===== config.mk =====
export PLATFORM = sky130hd
export DESIGN_NAME = arabic_cursive_joining
export DESIGN_NICKNAME = d
export VERILOG_FILES = /design/src/rtl/core/acj_pkg.sv /design/src/rtl/core/arabic_cursive_joining.sv /design/src/rtl/core/acj_cmd_queue.sv /design/src/rtl/core/acj_front.sv /design/src/rtl/core/acj_back.sv
export VERILOG_INCLUDE_DIRS = /design/src /design/src/rtl/core
export SDC_FILE = /design/constraint.sdc
export NUM_CORES = 1
export LEC_CHECK = 0
export ABC_AREA = 1
export ABC_CLOCK_PERIOD_IN_PS = 5600
export BUFFER_PORTS_ARGS = -buffer_cell sky130_fd_sc_hd__buf_2
export CAP_MARGIN = 20
export CORE_UTILIZATION = 35
export DETAILED_ROUTE_END_ITERATION = 6
export PLACE_DENSITY_LB_ADDON = 0.3
export RECOVER_POWER = 50
export SETUP_SLACK_MARGIN = 0.3
export SYNTH_ARGS = -nofsm -noshare
export SYNTH_HDL_FRONTEND = slang
export SYNTH_SLANG_ARGS = --single-unit
export TNS_END_PERCENT = 1

===== constraint.sdc =====
create_clock -name clock -period 5.6 [get_ports clock]
set_clock_uncertainty 0.15 [all_clocks]
set_input_delay 1.12 -clock clock [delete_from_list [all_inputs] [get_ports clock]]
set_output_delay 1.12 -clock clock [all_outputs]
set_load 0.05 [all_outputs]

===== src/rtl/core/arabic_cursive_joining_defines.svh =====
// ---------------------------------------------------------------------------
// Assertion macros for the cursive joining block
// Concurrent checks that vanish in synthesis builds.
// ---------------------------------------------------------------------------
`ifndef ARABIC_CURSIVE_JOINING_DEFINES_SVH
`define ARABIC_CURSIVE_JOINING_DEFINES_SVH

`ifndef SYNTHESIS

// check prop on every rising edge, skipped while reset is high
`define ACJ_ASSERT(lbl, clk, rst, prop, msg) \
   lbl: assert property (@(posedge clk) disable iff (rst) prop) else $error(msg);

// check prop on every rising edge, reset included
`define ACJ_ASSERT_ALWAYS(lbl, clk, prop, msg) \
   lbl: assert property (@(posedge clk) prop) else $error(msg);

`else

`define ACJ_ASSERT(lbl, clk, rst, prop, msg)

`define ACJ_ASSERT_ALWAYS(lbl, clk, prop, msg)

`endif

`endif


===== src/rtl/core/acj_pkg.sv =====
// ---------------------------------------------------------------------------
// acj_pkg
// Shared types, constants and join masks of the cursive joining block.
// ---------------------------------------------------------------------------
package acj_pkg;

   // character word: bit 0 joins right, bit 1 joins left, bit 2 skipped,
   // bits 10..3 pass-through properties
   localparam int CHAR_W    = 11;
   localparam int BIT_JR    = 0;
   localparam int BIT_JL    = 1;
   localparam int BIT_SK    = 2;
   localparam int PROPS_LSB = 3;
   localparam int PROPS_W   = 8;

   localparam int QUEUE_DEPTH = 2;

   typedef logic [CHAR_W-1:0] hold_char_type;

   localparam hold_char_type MASK_JR   = hold_char_type'(1) << BIT_JR;
   localparam hold_char_type MASK_JL   = hold_char_type'(1) << BIT_JL;
   localparam hold_char_type MASK_BOTH = MASK_JR | MASK_JL;

   // one classified item, handed from the front to the back
   typedef struct packed {
      hold_char_type chr;       // character as it enters the hold buffer
      logic          rtl;       // direction of the item
      logic          pre_rtl;   // direction of the run flushed before it
      logic          pre_flush; // flush held characters before storing chr
      logic          head_clr;  // clear following-join bit of held head
      logic          tail_join; // set both join bits on held skipped chars
      logic          ovf;       // flush cut by a full buffer
      logic          eot;       // flush everything after storing chr
   } acj_cmd_type;

   // join bit toward the preceding character
   function automatic hold_char_type prec_mask(input logic rtl);
      return rtl ? MASK_JR : MASK_JL;
   endfunction

   // join bit toward the following character
   function automatic hold_char_type foll_mask(input logic rtl);
      return rtl ? MASK_JL : MASK_JR;
   endfunction

endpackage


===== src/rtl/core/arabic_cursive_joining.sv =====
// ---------------------------------------------------------------------------
// arabic_cursive_joining
// Streaming cursive joining of characters within runs of equal direction.
// ---------------------------------------------------------------------------
// Usage:
//   req_* carries one character per item with valid/ready; rsp_* returns the
//   resolved characters with valid/ready, in input order, each exactly once.
//   An item may cause no result (it is held until a later item or end of text
//   flushes it), or a burst; rsp_burst_last marks the last result of a burst.
//   The front classifies an item in the cycle it is accepted and places it
//   in a two-entry queue; the back drains held characters from its buffer.
//   The first result of a burst passes through the queue, the back's state and
//   command registers and the output register. An item that only joins the held
//   group is appended to the hold buffer; an item that flushes n held characters
//   (plus m more at end of text) sends them one at a time through the single
//   output register and the hold buffer read port, and the back takes no new item until then.
//   Reset (synchronous, active high) closes any open run and empties the
//   queue and output register; no clearing pass is needed.
//   A stalled receiver holds the output register; the back then waits and
//   the front keeps taking items until the queue is full.
// ---------------------------------------------------------------------------
module arabic_cursive_joining
   import acj_pkg::*;
#(
   parameter int SKIP_DEPTH = 16
)
(
   input  logic                clock,
   input  logic                reset,
   input  logic                req_valid,
   output logic                req_ready,
   input  logic                req_rtl,
   input  logic                req_joins_right,
   input  logic                req_joins_left,
   input  logic                req_skipped,
   input  logic [PROPS_W-1:0]  req_other_props,
   input  logic                req_end_of_text,
   output logic                rsp_valid,
   input  logic                rsp_ready,
   output logic                rsp_out_joins_right,
   output logic                rsp_out_joins_left,
   output logic                rsp_out_skipped,
   output logic [PROPS_W-1:0]  rsp_out_other_props,
   output logic                rsp_overflow,
   output logic                rsp_burst_last
);

   logic        fq_valid, fq_ready;
   acj_cmd_type fq_data;
   logic        qb_valid, qb_ready;
   acj_cmd_type qb_data;

   acj_front #(
      .SKIP_DEPTH (SKIP_DEPTH)
   ) u_front (
      .clock           (clock),
      .reset           (reset),
      .req_valid       (req_valid),
      .req_ready       (req_ready),
      .req_rtl         (req_rtl),
      .req_joins_right (req_joins_right),
      .req_joins_left  (req_joins_left),
      .req_skipped     (req_skipped),
      .req_other_props (req_other_props),
      .req_end_of_text (req_end_of_text),
      .cmd_valid       (fq_valid),
      .cmd_ready       (fq_ready),
      .cmd             (fq_data)
   );

   acj_cmd_queue u_queue (
      .clock      (clock),
      .reset      (reset),
      .push_valid (fq_valid),
      .push_ready (fq_ready),
      .push_data  (fq_data),
      .pop_valid  (qb_valid),
      .pop_ready  (qb_ready),
      .pop_data   (qb_data)
   );

   acj_back #(
      .SKIP_DEPTH (SKIP_DEPTH)
   ) u_back (
      .clock               (clock),
      .reset               (reset),
      .cmd_valid           (qb_valid),
      .cmd_ready           (qb_ready),
      .cmd                 (qb_data),
      .rsp_valid           (rsp_valid),
      .rsp_ready           (rsp_ready),
      .rsp_out_joins_right (rsp_out_joins_right),
      .rsp_out_joins_left  (rsp_out_joins_left),
      .rsp_out_skipped     (rsp_out_skipped),
      .rsp_out_other_props (rsp_out_other_props),
      .rsp_overflow        (rsp_overflow),
      .rsp_burst_last      (rsp_burst_last)
   );

endmodule


===== src/rtl/core/acj_cmd_queue.sv =====
// ---------------------------------------------------------------------------
// acj_cmd_queue
// Short queue of classified items between the front and the back.
// ---------------------------------------------------------------------------
module acj_cmd_queue
   import acj_pkg::*;
(
   input  logic        clock,
   input  logic        reset,
   input  logic        push_valid,
   output logic        push_ready,
   input  acj_cmd_type push_data,
   output logic        pop_valid,
   input  logic        pop_ready,
   output acj_cmd_type pop_data
);

   localparam int PW   = (QUEUE_DEPTH > 1) ? $clog2(QUEUE_DEPTH) : 1;
   localparam int CNTW = $clog2(QUEUE_DEPTH + 1);

   acj_cmd_type         entries_ff [QUEUE_DEPTH];
   logic [PW-1:0]       wr_ptr_ff, wr_ptr_in;
   logic [PW-1:0]       rd_ptr_ff, rd_ptr_in;
   logic [CNTW-1:0]     fill_ff, fill_in;
   logic                do_push, do_pop;

   assign push_ready = (fill_ff != CNTW'(QUEUE_DEPTH));
   assign pop_valid  = (fill_ff != '0);
   assign pop_data   = entries_ff[rd_ptr_ff];
   assign do_push    = push_valid & push_ready;
   assign do_pop     = pop_valid & pop_ready;

   always_comb begin
      wr_ptr_in = wr_ptr_ff;
      rd_ptr_in = rd_ptr_ff;
      fill_in   = fill_ff;
      if (do_push) begin
         wr_ptr_in = (wr_ptr_ff == PW'(QUEUE_DEPTH - 1)) ? '0 : wr_ptr_ff + PW'(1);
      end
      if (do_pop) begin
         rd_ptr_in = (rd_ptr_ff == PW'(QUEUE_DEPTH - 1)) ? '0 : rd_ptr_ff + PW'(1);
      end
      if (do_push && !do_pop) begin
         fill_in = fill_ff + CNTW'(1);
      end else if (!do_push && do_pop) begin
         fill_in = fill_ff - CNTW'(1);
      end
   end

   always_ff @(posedge clock) begin
      if (reset) begin
         wr_ptr_ff <= '0;
         rd_ptr_ff <= '0;
         fill_ff   <= '0;
      end else begin
         wr_ptr_ff <= wr_ptr_in;
         rd_ptr_ff <= rd_ptr_in;
         fill_ff   <= fill_in;
      end
   end

   always_ff @(posedge clock) begin
      if (do_push) begin
         entries_ff[wr_ptr_ff] <= push_data;
      end
   end

endmodule


===== src/rtl/core/acj_front.sv =====
// ---------------------------------------------------------------------------
// acj_front
// Takes in characters, tracks the open run and decides each join.
// ---------------------------------------------------------------------------
module acj_front
   import acj_pkg::*;
#(
   parameter int SKIP_DEPTH = 16
)
(
   input  logic                clock,
   input  logic                reset,
   input  logic                req_valid,
   output logic                req_ready,
   input  logic                req_rtl,
   input  logic                req_joins_right,
   input  logic                req_joins_left,
   input  logic                req_skipped,
   input  logic [PROPS_W-1:0]  req_other_props,
   input  logic                req_end_of_text,
   output logic                cmd_valid,
   input  logic                cmd_ready,
   output acj_cmd_type         cmd
);

   localparam int HOLD_SLOTS = SKIP_DEPTH + 1;
   localparam int CW         = $clog2(HOLD_SLOTS + 1);

   logic          run_open_ff, run_open_in;
   logic          run_rtl_ff, run_rtl_in;
   logic          pending_ff, pending_in;
   logic [CW-1:0] count_ff, count_in;
   logic          accept;
   logic          dir_change;
   logic          cont;
   hold_char_type c_raw;
   hold_char_type pm, fm;

   assign req_ready = cmd_ready;
   assign cmd_valid = req_valid;
   assign accept    = req_valid & cmd_ready;

   assign c_raw      = {req_other_props, req_skipped, req_joins_left, req_joins_right};
   assign dir_change = run_open_ff && (req_rtl != run_rtl_ff);
   assign cont       = run_open_ff && !dir_change;
   assign pm         = prec_mask(run_rtl_ff);
   assign fm         = foll_mask(run_rtl_ff);

   always_comb begin
      cmd.chr       = c_raw;
      cmd.rtl       = req_rtl;
      cmd.pre_rtl   = run_rtl_ff;
      cmd.pre_flush = 1'b0;
      cmd.head_clr  = 1'b0;
      cmd.tail_join = 1'b0;
      cmd.ovf       = 1'b0;
      cmd.eot       = req_end_of_text;
      run_open_in   = 1'b1;
      run_rtl_in    = req_rtl;
      pending_in    = pending_ff;
      count_in      = count_ff;

      if (!cont) begin
         // open a new run, closing the old one on a direction change
         cmd.pre_flush = dir_change;
         cmd.head_clr  = dir_change;
         pending_in    = 1'b0;
         if (!req_skipped) begin
            cmd.chr    = c_raw & ~prec_mask(req_rtl);
            pending_in = |(cmd.chr & foll_mask(req_rtl));
         end
         count_in = CW'(1);
      end else if (req_skipped) begin
         if (count_ff == CW'(HOLD_SLOTS)) begin
            // buffer full: cut the run and restart with this item
            cmd.pre_flush = 1'b1;
            cmd.head_clr  = 1'b1;
            cmd.ovf       = 1'b1;
            pending_in    = 1'b0;
            count_in      = CW'(1);
         end else begin
            count_in = count_ff + CW'(1);
         end
      end else begin
         cmd.pre_flush = 1'b1;
         cmd.head_clr  = pending_ff && !(|(c_raw & pm));
         cmd.tail_join = pending_ff && (|(c_raw & pm));
         if (!pending_ff) begin
            cmd.chr = c_raw & ~pm;
         end
         pending_in = |(cmd.chr & fm);
         count_in   = CW'(1);
      end

      if (req_end_of_text) begin
         run_open_in = 1'b0;
         pending_in  = 1'b0;
         count_in    = '0;
      end
   end

   always_ff @(posedge clock) begin
      if (reset) begin
         run_open_ff <= 1'b0;
         run_rtl_ff  <= 1'b0;
         pending_ff  <= 1'b0;
         count_ff    <= '0;
      end else if (accept) begin
         run_open_ff <= run_open_in;
         run_rtl_ff  <= run_rtl_in;
         pending_ff  <= pending_in;
         count_ff    <= count_in;
      end
   end

endmodule


===== src/rtl/core/acj_back.sv =====
// ---------------------------------------------------------------------------
// acj_back
// Holds characters of the open run and drains them one per cycle while the output is free.
// ---------------------------------------------------------------------------
`include "arabic_cursive_joining_defines.svh"

module acj_back
   import acj_pkg::*;
#(
   parameter int SKIP_DEPTH = 16
)
(
   input  logic                clock,
   input  logic                reset,
   input  logic                cmd_valid,
   output logic                cmd_ready,
   input  acj_cmd_type         cmd,
   output logic                rsp_valid,
   input  logic                rsp_ready,
   output logic                rsp_out_joins_right,
   output logic                rsp_out_joins_left,
   output logic                rsp_out_skipped,
   output logic [PROPS_W-1:0]  rsp_out_other_props,
   output logic                rsp_overflow,
   output logic                rsp_burst_last
);

   localparam int HOLD_SLOTS = SKIP_DEPTH + 1;
   localparam int CW         = $clog2(HOLD_SLOTS + 1);
   localparam int IW         = $clog2(HOLD_SLOTS);

   typedef enum logic [1:0] {
      S_IDLE,
      S_PRE,
      S_POST
   } state_type;

   state_type     state_ff, state_in;
   acj_cmd_type   cmd_ff, cmd_in;
   logic [IW-1:0] idx_ff, idx_in;
   logic [CW-1:0] count_ff, count_in;
   logic          rsp_valid_ff, rsp_valid_in;
   hold_char_type rsp_char_ff, rsp_char_in;
   logic          rsp_ovf_ff, rsp_ovf_in;
   logic          rsp_last_ff, rsp_last_in;

   hold_char_type mem [HOLD_SLOTS];
   logic          mem_we;
   logic [IW-1:0] mem_waddr;
   hold_char_type mem_wdata;
   hold_char_type rd_char_ff;

   hold_char_type rd_char;
   logic          out_free;
   logic          is_last;

   assign rd_char  = rd_char_ff;
   assign out_free = !rsp_valid_ff || rsp_ready;
   assign is_last  = (CW'(idx_ff) == (count_ff - CW'(1)));

   always_comb begin
      state_in     = state_ff;
      cmd_in       = cmd_ff;
      idx_in       = idx_ff;
      count_in     = count_ff;
      rsp_valid_in = rsp_valid_ff && !rsp_ready;
      rsp_char_in  = rsp_char_ff;
      rsp_ovf_in   = rsp_ovf_ff;
      rsp_last_in  = rsp_last_ff;
      cmd_ready    = 1'b0;
      mem_we       = 1'b0;
      mem_waddr    = count_ff[IW-1:0];
      mem_wdata    = cmd.chr;

      case (state_ff)
         S_IDLE: begin
            cmd_ready = 1'b1;
            if (cmd_valid) begin
               cmd_in = cmd;
               idx_in = '0;
               if (cmd.pre_flush) begin
                  state_in = S_PRE;
               end else begin
                  // append to the held group
                  mem_we   = 1'b1;
                  count_in = count_ff + CW'(1);
                  if (cmd.eot) begin
                     state_in = S_POST;
                  end
               end
            end
         end
         S_PRE: begin
            if (out_free) begin
               rsp_valid_in = 1'b1;
               rsp_char_in  = rd_char;
               if (idx_ff == '0) begin
                  if (cmd_ff.head_clr) begin
                     rsp_char_in = rd_char & ~foll_mask(cmd_ff.pre_rtl);
                  end
               end else if (cmd_ff.tail_join) begin
                  rsp_char_in = rd_char | MASK_BOTH;
               end
               rsp_ovf_in  = cmd_ff.ovf;
               rsp_last_in = is_last && !cmd_ff.eot;
               idx_in      = idx_ff + IW'(1);
               if (is_last) begin
                  // old group gone: the new character becomes the head
                  mem_we    = 1'b1;
                  mem_waddr = '0;
                  mem_wdata = cmd_ff.chr;
                  count_in  = CW'(1);
                  idx_in    = '0;
                  state_in  = cmd_ff.eot ? S_POST : S_IDLE;
               end
            end
         end
         S_POST: begin
            if (out_free) begin
               rsp_valid_in = 1'b1;
               rsp_char_in  = rd_char;
               if (idx_ff == '0) begin
                  rsp_char_in = rd_char & ~foll_mask(cmd_ff.rtl);
               end
               rsp_ovf_in  = 1'b0;
               rsp_last_in = is_last;
               idx_in      = idx_ff + IW'(1);
               if (is_last) begin
                  count_in = '0;
                  idx_in   = '0;
                  state_in = S_IDLE;
               end
            end
         end
         default: begin
            state_in = S_IDLE;
         end
      endcase
   end

   always_ff @(posedge clock) begin
      if (reset) begin
         state_ff     <= S_IDLE;
         idx_ff       <= '0;
         count_ff     <= '0;
         rsp_valid_ff <= 1'b0;
      end else begin
         state_ff     <= state_in;
         idx_ff       <= idx_in;
         count_ff     <= count_in;
         rsp_valid_ff <= rsp_valid_in;
      end
      cmd_ff      <= cmd_in;
      rsp_char_ff <= rsp_char_in;
      rsp_ovf_ff  <= rsp_ovf_in;
      rsp_last_ff <= rsp_last_in;
   end

   // read the entry at the next index; forward a write to that same entry
   always_ff @(posedge clock) begin
      if (mem_we) begin
         mem[mem_waddr] <= mem_wdata;
      end
      if (mem_we && (mem_waddr == idx_in)) begin
         rd_char_ff <= mem_wdata;
      end else begin
         rd_char_ff <= mem[idx_in];
      end
   end

   assign rsp_valid           = rsp_valid_ff;
   assign rsp_out_joins_right = rsp_char_ff[BIT_JR];
   assign rsp_out_joins_left  = rsp_char_ff[BIT_JL];
   assign rsp_out_skipped     = rsp_char_ff[BIT_SK];
   assign rsp_out_other_props = rsp_char_ff[PROPS_LSB +: PROPS_W];
   assign rsp_overflow        = rsp_ovf_ff;
   assign rsp_burst_last      = rsp_last_ff;

   `ACJ_ASSERT(a_count_bound, clock, reset, count_ff <= CW'(HOLD_SLOTS), "held count beyond capacity")
   `ACJ_ASSERT(a_pre_nonempty, clock, reset, (state_ff == S_PRE) |-> (count_ff != '0), "flush of an empty group")
   `ACJ_ASSERT(a_post_done, clock, reset, (state_ff == S_POST && out_free && is_last) |=> (state_ff == S_IDLE && count_ff == '0), "end of text left characters held")
   `ACJ_ASSERT(a_idle_no_take, clock, reset, (state_ff != S_IDLE) |-> !cmd_ready, "item taken during a drain")

endmodule


# Yosys cells after proc, flatten, opt, wreduce, memory -nomap -nowiden
# Memory sizes are Yosys's and may differ from the RTL's. A register that Yosys moved wholly into a read port is not among the register bits.
# Cells that the tools add are included.
[classes]
n_reduce_logical = 31
muxes = 84
addsub = 8
n_eq_ne = 14
bitwise_logic = 13
[op_table]
columns = ["operator", "count"]
rows = [
  ["$mux 11", 14],
  ["$and 11x11->11", 7],
  ["$mux 5", 14],
  ["$not 11->11", 4],
  ["$mux 2", 21],
  ["$reduce_or 11->1", 3],
  ["$mux 1", 28],
  ["$pmux 11 s2", 1],
  ["$add 5x1->5 const B", 3],
  ["$pmux 5 s3", 1],
  ["$pmux 5 s2", 1],
  ["$logic_and 1x1->1", 8],
  ["$ne 2x1->1 const B", 4],
  ["$logic_not 1->1", 7],
  ["$ne 2x2->1 const B", 3],
  ["$pmux 1 s2", 3],
  ["$pmux 2 s3", 1],
  ["$reduce_and 6->1", 1],
  ["$reduce_bool 2->1", 3],
  ["$eq 5x5->1", 1],
  ["$eq 5x5->1 const B", 1],
  ["$logic_not 5->1", 1],
  ["$reduce_and 5->1", 1],
  ["$sub 5x1->5 const B", 1],
  ["15 further kinds", 18],
]
[word_totals]
input_bits = 17
mem_count = 2
reg_bits = 55
word_cells = 173
output_inout_bits = 15
ramBits = 223
[memory_table]
columns = ["memory", "depth", "word_bits", "rd", "rd_clocked_by_memory_dff", "write_ports", "line", "rtl"]
rows = [
  ["u_back.mem", 17, 11, 1, 1, 1, "acj_back.sv:47", "hold_char_type mem [HOLD_SLOTS];"],
  ["u_queue.entries_ff", 2, 18, 1, 1, 1, "acj_cmd_queue.sv:21", "acj_cmd_type entries_ff [QUEUE_DEPTH];"],
]

# Longest topological paths before layout
[logic_depth]
depth_word = 11
mapped_depth = 14

# Hierarchy
# A second synthesis with hierarchy kept.
[hier_totals]
hier_cells = 964
area_unflattened_um2 = 11831.3
[by_module_without_submodules]
columns = ["mod", "cells_per_inst", "seq_area_each_um2", "instances", "area_per_inst_um2"]
rows = [
  ["acj_back", 781, 6876.6, 1, 9651.8],
  ["acj_cmd_queue", 93, 1181.1, 1, 1591.5],
  ["acj_front", 90, 160.2, 1, 588.1],
]

# Worst setup path before layout
# Ideal clock, no wire load.
[synth_path]
path_type = "register -> register"
start = "register u_back.state_ff[0]"
end = "memory u_back.mem[0][0] (netlist bit), enable pin"
path_slack_ns = 2.167
synth_period_minus_slack_ns = 3.433
path_buffers = 0
arrival_ns = 2.888
setup_time_ns = 0.394
path_stages_with_launch = 9
cell_sequence = "dfxtp_1 -> inv_1 -> ha_1 -> inv_1 -> nor2_1 -> inv_1 -> nor2_2 -> nand2_1 -> o21ai_0"
[synth_via]
elab_chain_len = 4
elab_cells_between_ends = 6
cone_classes = "eq/ne: 1; mux: 4; reduce/logical: 1"
[synth_lines]
columns = ["element", "line", "rtl"]
rows = [
  ["start, declared", "acj_back.sv:38", "state_type state_ff, state_in;"],
  ["start signal, assigned", "acj_back.sv:148", "state_ff <= state_in;"],
  ["$eq 2x1->1 or $logic_not 2->1 (tied branches)", "acj_back.sv:75", "case (state_ff)"],
  ["$pmux 1 s2", "acj_back.sv:75", ""],
  ["$mux 1", "acj_back.sv:161", "if (mem_we) begin"],
  ["$mux 1 (implied by the code)", "acj_back.sv:162", "mem[mem_waddr] <= mem_wdata;"],
  ["end, declared", "acj_back.sv:47", ""],
]
# Parallel ways exist; a longest one is shown, timed or not.

# Worst setup path after layout
[layout_path]
start = "register u_back.count_ff[0]"
end = "memory u_back.mem[9][10] (netlist bit), enable pin"
[layout_via]
elab_chain_len = 7
elab_cells_between_ends = 10
cone_classes = "add/sub: 1; eq/ne: 1; mux: 8"
[layout_lines]
columns = ["element", "line", "rtl"]
rows = [
  ["start, declared", "acj_back.sv:41", "logic [CW-1:0] count_ff, count_in;"],
  ["start signal, assigned", "acj_back.sv:150", "count_ff <= count_in;"],
  ["$sub 5x1->5", "acj_back.sv:59", "assign is_last = (CW'(idx_ff) == (count_ff - CW'(1)));"],
  ["$eq 5x5->1", "acj_back.sv:59", ""],
  ["$mux 1", "acj_back.sv:107", "if (is_last) begin"],
  ["$mux 1", "acj_back.sv:94", "if (out_free) begin"],
  ["$pmux 1 s2", "acj_back.sv:75", ""],
  ["$mux 1", "acj_back.sv:161", ""],
  ["$mux 1 (implied by the code)", "acj_back.sv:162", ""],
]
# Parallel ways exist; a longest one is shown, timed or not.

==> flow_summary.toml <==
[floorplanning]
dieArea_um2 = 33800
initial_core_util_pct = 35.6
io_pins = 32
die_h_um = 184
core-area_um2 = 32500
rows = 66
die_x_um = 184

[worst_setup_path]
reg2reg_setup_slack_ps = 1290
reg2reg_from = "u_back.count_ff[0]"
path_cells = "inv_1 -> ha_1 -> xor2_1 -> nand3_1 -> nor2_1 -> and2_0 -> nand3_1 -> nand4_1 -> nor2_1"
cp_data_arrival_time_ps = 4330
end_kind = "register"
reg2reg_to = "u_back.mem[9][10]"
crit_path_start_kind = "register"
slowest_delay_ps = 900
worstSetupPathType = "reg2reg"
crit_path_max_fanout = 33
reg2reg_depth = 9
slowest_stage = "nor2_1"
worstPathRequired_ps = 5630

[logic_synthesis]
yosys.area.top_type = "edfxtp_1"
synth_flop_cell = "edfxtp_1"
ys_ff_latch = 284
synth_warnings = 0
yosysMostFrequentCell = "edfxtp_1"
syn-cell-area_um2 = 11600
yosysTopAreaCellShare_pct = 65.6
synth_common_cells = "edfxtp_1, nor2_1, nand2_1"
syn_nets = 1002
syn_avg_cell_area_um2 = 11.9
synth_area_leaders = "edfxtp_1, dfxtp_1, nor2_1"
yosys.cell_types.count = 36
yosysSeqAreaShare_pct = 71.0
synth_cells = 974
synth_edf_count = 253
ys_async_sr_fraction_pct = 0

[routing]
drtIter0Drc = 664
via_count = 7571
drc = 0
viasPerCell = 5.12
drt-pass1-iter-count = 5
ant_nets = 0
routed_wl_um = 26500
wl_per_cell_um = 17.9

[flow_run]
cap_violations = 0

[clocking]
clk_latency_ps = 560
cts_made_buffers = 31
post_cts_buffers = 0
clock_sinks = 284
ctsResizeCount = 0
cts_tree = "yes"
clk_pin_slew_ps = 60
htree_num_levels = 1
cts_hold_buf = 0
clock_path_buffers = 3
clock-root-buffer = "clkbuf_16"

[cells_and_area]
multi_input_area_um2 = 2930
final-seq-area_um2 = 8220
fillerInstances = 3125
syn_to_final_growth_pct = 13.1
diodes = 0
drive_gt1_share_pct = 6.27
layout.nets = 1043

[global_routing]
antenna_found_initial = 0
grt_pass1_vias = 7338
grt_usage_pct = 15.9
grt_pass1_wl_um = 41100
grt_max_degree = 89
grtUsageMet2_pct = 25.4
met1_usage_pct = 22.3
grt-ovfl-total = 0
use_met3_pct = 2.14
grt_busiest_layer = "met2"

[power_and_ir_drop]
ir_drop_mv = 0.307
power_mw = 6.78
p_leak_nw = 4.51
power_density_nw_per_um2 = 518

[timing]
setup_viol = 0
relSlewSlack_pct = 16.8
hold_viol_final = 0
holdWs_ps = 314
post-route-min-period_ps = 4310
rsz0062_at_grt = "no"
tightestPinTransition_ps = 1240
tns_ps = 0
drv_slew = 0
finalCritPeriodShare_pct = 76.9
max_clock_freq_ghz = 0.232

[worst_hold_path]
hp-start = "u_queue.rd_ptr_ff"
worstHoldEndpoint = "u_queue.rd_ptr_ff"
min_path_cells = 1
holdCritPathClass = "reg2reg"

[placement]
dpl.hpwl_um = 16500
place_congestion = 0.801
port_buffers = 31

[run_status]
status = "complete, no violations"
==> state kept, by name (all words and copies together) (netlist names), 2 cells and up, named ones only <==
signal              count
u_back.cmd_ff          17
u_back.state_ff         2
u_queue.entries_ff     36
u_back.rsp_char_ff     11
u_back.idx_ff           5
u_queue.fill_ff         2
u_back.mem            187
u_front.count_ff        5
u_back.count_ff         5
==> worst max-delay path: cells and delay by family (launching register included) <==
family	cells	cell delay, ps
xor gates and xnor gates	1	170
adders and majority gates	1	340
buffers and inverters	1	110
DFF	1	520
and+or+nand+nor	6	2630
==> worst max path at each step <==
stage                              end  cells after the start               start
floorplan             u_back.mem[0][0]                      8  u_back.state_ff[0]
finish               u_back.mem[9][10]                      9  u_back.count_ff[0]
detailed placement   u_back.mem[14][8]                      6           rsp_ready
CTS                  u_back.mem[14][5]                      9  u_back.count_ff[0]
global route         u_back.mem[13][1]                      9  u_back.count_ff[0]
global placement    u_back.mem[14][10]                      6           rsp_ready
==> final cells by class <==
type / count / area share (%)
Multi-Input combinational cell: 593 / 22.4
Clock inverter: 13 / 0.784
Timing Repair Buffer: 54 / 1.89
Tap cell: 442 / 4.22
Sequential cell: 284 / 62.8
Inverter: 51 / 1.48
Clock buffer: 41 / 6.44
==> kinds of logic (layout without fill, tap and decap cells) <==
logic type,Yosys count,after routing,share of synthesized area (%)
and+or+nand+nor,360,360,12.9
DFF,284,284,71.0
AOI/OAI and AO/OA,216,216,11.0
buffers and inverters,97,159,3.51
adders and majority gates,11,11,1.19
xor gates and xnor gates,6,6,0.454
==> through the flow <==
stage	setup slack [ps]	area [um2]	util [%]	instances
2_1_floorplan	2170	11600	-	974
3_3_place_gp	1810	12200	37.6	1421
3_5_place_dp	1700	12200	37.6	1421
4_1_cts	2060	13200	40.5	1475
5_1_grt	983	13100	40.2	1478
6_report	1290	13100	40.2	1478
==> cell usage in the layout (no fill, tap or decap), drive strengths merged <==
cell	synthesis	routed
a21boi	1	1
a21o	1	1
a21oi	29	29
a311oi	1	1
a31oi	22	22
and2	1	1
and3	1	1
buf	12	16
bufinv	0	1
clkbuf	34	79
clkinv	0	9
dfxtp	31	31
edfxtp	253	253
ha	11	11
inv	51	54
nand2	134	134
nand3	42	42
nand4	11	11
nor2	165	165
nor3	6	6
o2111ai	1	1
o211ai	3	3
o21a	2	2
o21ai	110	110
o221ai	32	32
o22ai	13	13
o32ai	1	1
xnor2	1	1
xor2	5	5
==> layer usage <==
layer | part of all wire [%] | vias up
met5 | 0 | -
met4 | 3.2 | 0
met3 | 6.0 | 52
met2 | 46 | 241
met1 | 45 | 3669
li1 | - | 3609
==> power by group <==
part,internal [mW],leakage (nW),switching [mW]
clock,1.10,0.461,0.798
combinational,0.449,1.48,1.49
sequential,2.83,2.57,0.114
No activity file was read; power rests on OpenSTA's default activity.
